$ cat config.mk
export PLATFORM = sky130hd
export DESIGN_NAME = urc_ram
export DESIGN_NICKNAME = d
export VERILOG_FILES = /design/src/rtl/core/urc_ram.sv
export SDC_FILE = /design/constraint.sdc
export NUM_CORES = 1
export LEC_CHECK = 0
export ABC_CLOCK_PERIOD_IN_PS = 4050
export BUFFER_PORTS_ARGS = -buffer_cell sky130_fd_sc_hd__buf_2
export CORE_UTILIZATION = 35
export DETAILED_ROUTE_END_ITERATION = 8
export GPL_TIMING_DRIVEN = 0
export PLACE_DENSITY_LB_ADDON = 0.2
export SYNTH_ARGS = -nofsm -noshare
export SYNTH_HDL_FRONTEND = slang
export SYNTH_SLANG_ARGS = --single-unit
$ cat constraint.sdc
create_clock -name clk -period 4.05 [get_ports clk]
set_input_delay 0.405 -clock clk [delete_from_list [all_inputs] [get_ports clk]]
set_output_delay 0.405 -clock clk [all_outputs]
set_load 0.005 [all_outputs]
$ cat src/rtl/core/urc_ram.sv
// Generic single-write, single-read RAM with registered read data.
// Depends on nothing; width and depth come from parameters.
module urc_ram #(
	parameter int WIDTH = 8,
	parameter int DEPTH = 16,
	parameter int AW    = $clog2(DEPTH)
) (
	input  logic             clk,
	input  logic             we,
	input  logic [AW-1:0]    waddr,
	input  logic [WIDTH-1:0] wdata,
	input  logic             re,
	input  logic [AW-1:0]    raddr,
	output logic [WIDTH-1:0] rdata
);

	logic [WIDTH-1:0] mem_q [DEPTH];

	always_ff @(posedge clk) begin
		if (we) begin
			mem_q[waddr] <= wdata;
		end
		if (re) begin
			rdata <= mem_q[raddr];
		end
	end

endmodule

# Yosys cells after proc, flatten, opt, wreduce, memory -nomap -nowiden
# Memories as Yosys holds them, arrays and structs flattened. A register that Yosys moved wholly into a read port is not among the register bits.
# Cells that the tools add are included.
# word_totals
ff_bits	0
ramBits	128
inputBits	19
output_inout_bits	8
wordCells	3
mem_count	1
# op_classes
n_mux	2
# memory_table
memory	depth	word_bits	read_ports	rd_clocked_by_memory_dff	write_ports	line	source
mem_q	16	8	1	1	1	17	logic [WIDTH-1:0] mem_q [DEPTH];
# op_table
cell	n
$mux 1	2

# Longest topological paths before layout
# logic_depth
word_depth	2
depth_mapped	5

# Least setup slack after synthesis
# No wires, ideal clock.
# synth_path
path_type	input port to flip-flop
from	input waddr[2]
to	memory mem_q[0][0], enable pin
setup_ps	383
arrival_time_ps	1515
required_time_ps	3667
setup_slack_ps	2152
cell_stages	2
n_path_buf	0
path_cell_list	or3b_2 -> nor3_1
# synth_rtl
element	line	source
start: declaration	10	input logic [AW-1:0] waddr,
end: declaration	17	
# Straight into the memory's write port.

==> metrics <==
HP Class=input pin to flip-flop; clock sinks=136; Power Total=0.00303 W; clock root cell=clkbuf_16; critical path arrival=1.83 ns; final max-slew violation count=0; DIE AREA=15400 um2; Worst Path Class, Setup=flip-flop to flip-flop; n_diodes=0; # IOs=27; max_cap viols=0; syn_area_per_cell=22.8 um2; CTS hold repair buffers=0; clock edge transition at the registers on the reported setup and hold paths=0.05 ns; FF/Latch Area=4080 um2; routed vias/inst=5.09; Max-slew headroom=43.0%; Initial DRC Count=194; post-layout minimum cycle time=1.70 ns; status=completed; #FFs+latches synth=136; startpoint type of the worst setup path=flip-flop; Hold Slack=0.339 ns; gr usage total=15.0%; Synth Net Count=248; clock tree buffer depth=2; Fmax=590 MHz; Nets=293; Worst VDD drop=0.455 mV; CP Data Required Time=4.19 ns; Worst Skew=0.00552 ns; Hold Vio Cnt, Final=0; dpl hpwl=6930 um; die height=124 um; # Post-CTS Setup Buffers=0; Die W=124 um; fin cells=469; area grow syn2layout=16.4%; fillcell total=1304; first drt pass iteration count=4; htree depth=4; # placed instances=439; most common cell after layout, fill and taps aside=edfxtp_1; setup ws final=2.35 ns; antenna-violating nets left=0; most frequent cells in the layout=edfxtp_1, buf_2, mux4_2; wire per inst=22.9 um; DRC=0; post-CTS resize count=0; Synth area leader=edfxtp_1; vias in the first global route=2573; CTS buffer count=17; pwr dens=498 nW/um2; gr ovfl total=0; total negative slack=0 ns; sequential cell area fraction in the yosys report=78.1%; core box area=14500 um2; P_leak=2.00 nW; layout cells sized above 1=27.7%; Slew @ Worst Pin=0.851 ns; Yosys cell types=18; GP Congestion=0.749; # rows=44; synth top area cells=edfxtp_1, mux4_2, mux4_1, a22oi_1, nor2_1; initial core utilization=36.0%; mapped cell area=5230 um2; largest net degree at the start of global routing=17; post-synth top area share=78.1%; via count=2389; total wire length=10700 um; clock latency on the worst-skew pair=0.41 ns; Setup-failing EPs final=0; Setup Slack @ Placement=1.57 ns; synth warn=0; initial antenna violation count=0; IO Port Bufs=25; Syn Inst Count=229; Crit Path Max Fanout=1; first-pass GRT wire length=16100 um; CTS tree=built; final period utilization=41.9%; setup repair after global routing missed its margin=no; footprint of the multi-input gates=1070 um2; critical path capture point type=flip-flop
sequential cells by signal, indices dropped and copies added (netlist names):
signal	flops
mem_q	128
rdata	8
final cells by class:
| type | count | share of cell area [%] |
|---|---|---|
| clock inverter | 7 | 0.514 |
| sequential | 136 | 67.1 |
| multi-input combinational | 83 | 17.6 |
| tap | 184 | 3.78 |
| clock buffer | 23 | 7.36 |
| timing repair buffer | 26 | 2.18 |
| buffer | 10 | 1.42 |
metal layers:
| layer | wire length (um) | vias up | GRT usage, % |
|---|---|---|---|
| li1 | - | 1065 | - |
| met4 | 82 | 0 | 4.46 |
| met3 | 543 | 9 | 4.74 |
| met1 | 4960 | 1236 | 20.1 |
| met5 | 0 | - | 0 |
| met2 | 5150 | 79 | 23.5 |
critical path, cell delays in order (launching register included):
cell and delay, ns:
edfxtp_1 0.35, mux4_1 0.55, a22oi_1 0.37, nand2_1 0.15
cell usage after synthesis:
cell and count:
edfxtp_1 136, mux4_2 18, a22oi_1 16, mux4_1 14
nor2_1 13, nand2_1 9, nor3_1 4, buf_2 3
buf_6 3, clkdlybuf4s25_2 3, nand2b_1 2, nand3b_1 2
and2_1 1, and2b_1 1, buf_4 1, nand3_1 1
nor2b_1 1, or3b_2 1
per-stage QoR:
stage,util [%],area [um2]
3_3_place_gp,38.4,5580
4_1_cts,41.8,6070
2_1_floorplan,-,5230
3_5_place_dp,38.5,5590
6_report,41.9,6080
5_1_grt,41.9,6080
logic make-up (layout without fill, tap and decap cells):
| kind of cell | Yosys count | after routing | share of synthesized area, % |
|---|---|---|---|
| DFF | 136 | 136 | 78.1 |
| buffers and inverters | 10 | 66 | 1.65 |
| muxes | 32 | 32 | 14.8 |
| and+or+nand+nor | 35 | 35 | 3.14 |
| AOI/OAI and AO/OA | 16 | 16 | 2.30 |
power breakdown:
part | total (W) | internal, W | switching, W
sequential | 0.00159 | 0.00159 | 0.00000651
combinational | 0.000154 | 0.0000612 | 0.0000924
clock | 0.00128 | 0.000762 | 0.000519
path summary, 6_finish.rpt:
path	startpoint	endpoint	slack, ns	depth (start not counted)
hold reg to reg	mem_q[15][3]	rdata[3]	0.76	3
setup / recovery	mem_q[1][2]	rdata[2]	2.35	3
setup reg to reg	mem_q[1][2]	rdata[2]	2.35	3
hold / removal	re	rdata[0]	0.34	1
No activity file was read; power rests on OpenSTA's default activity.
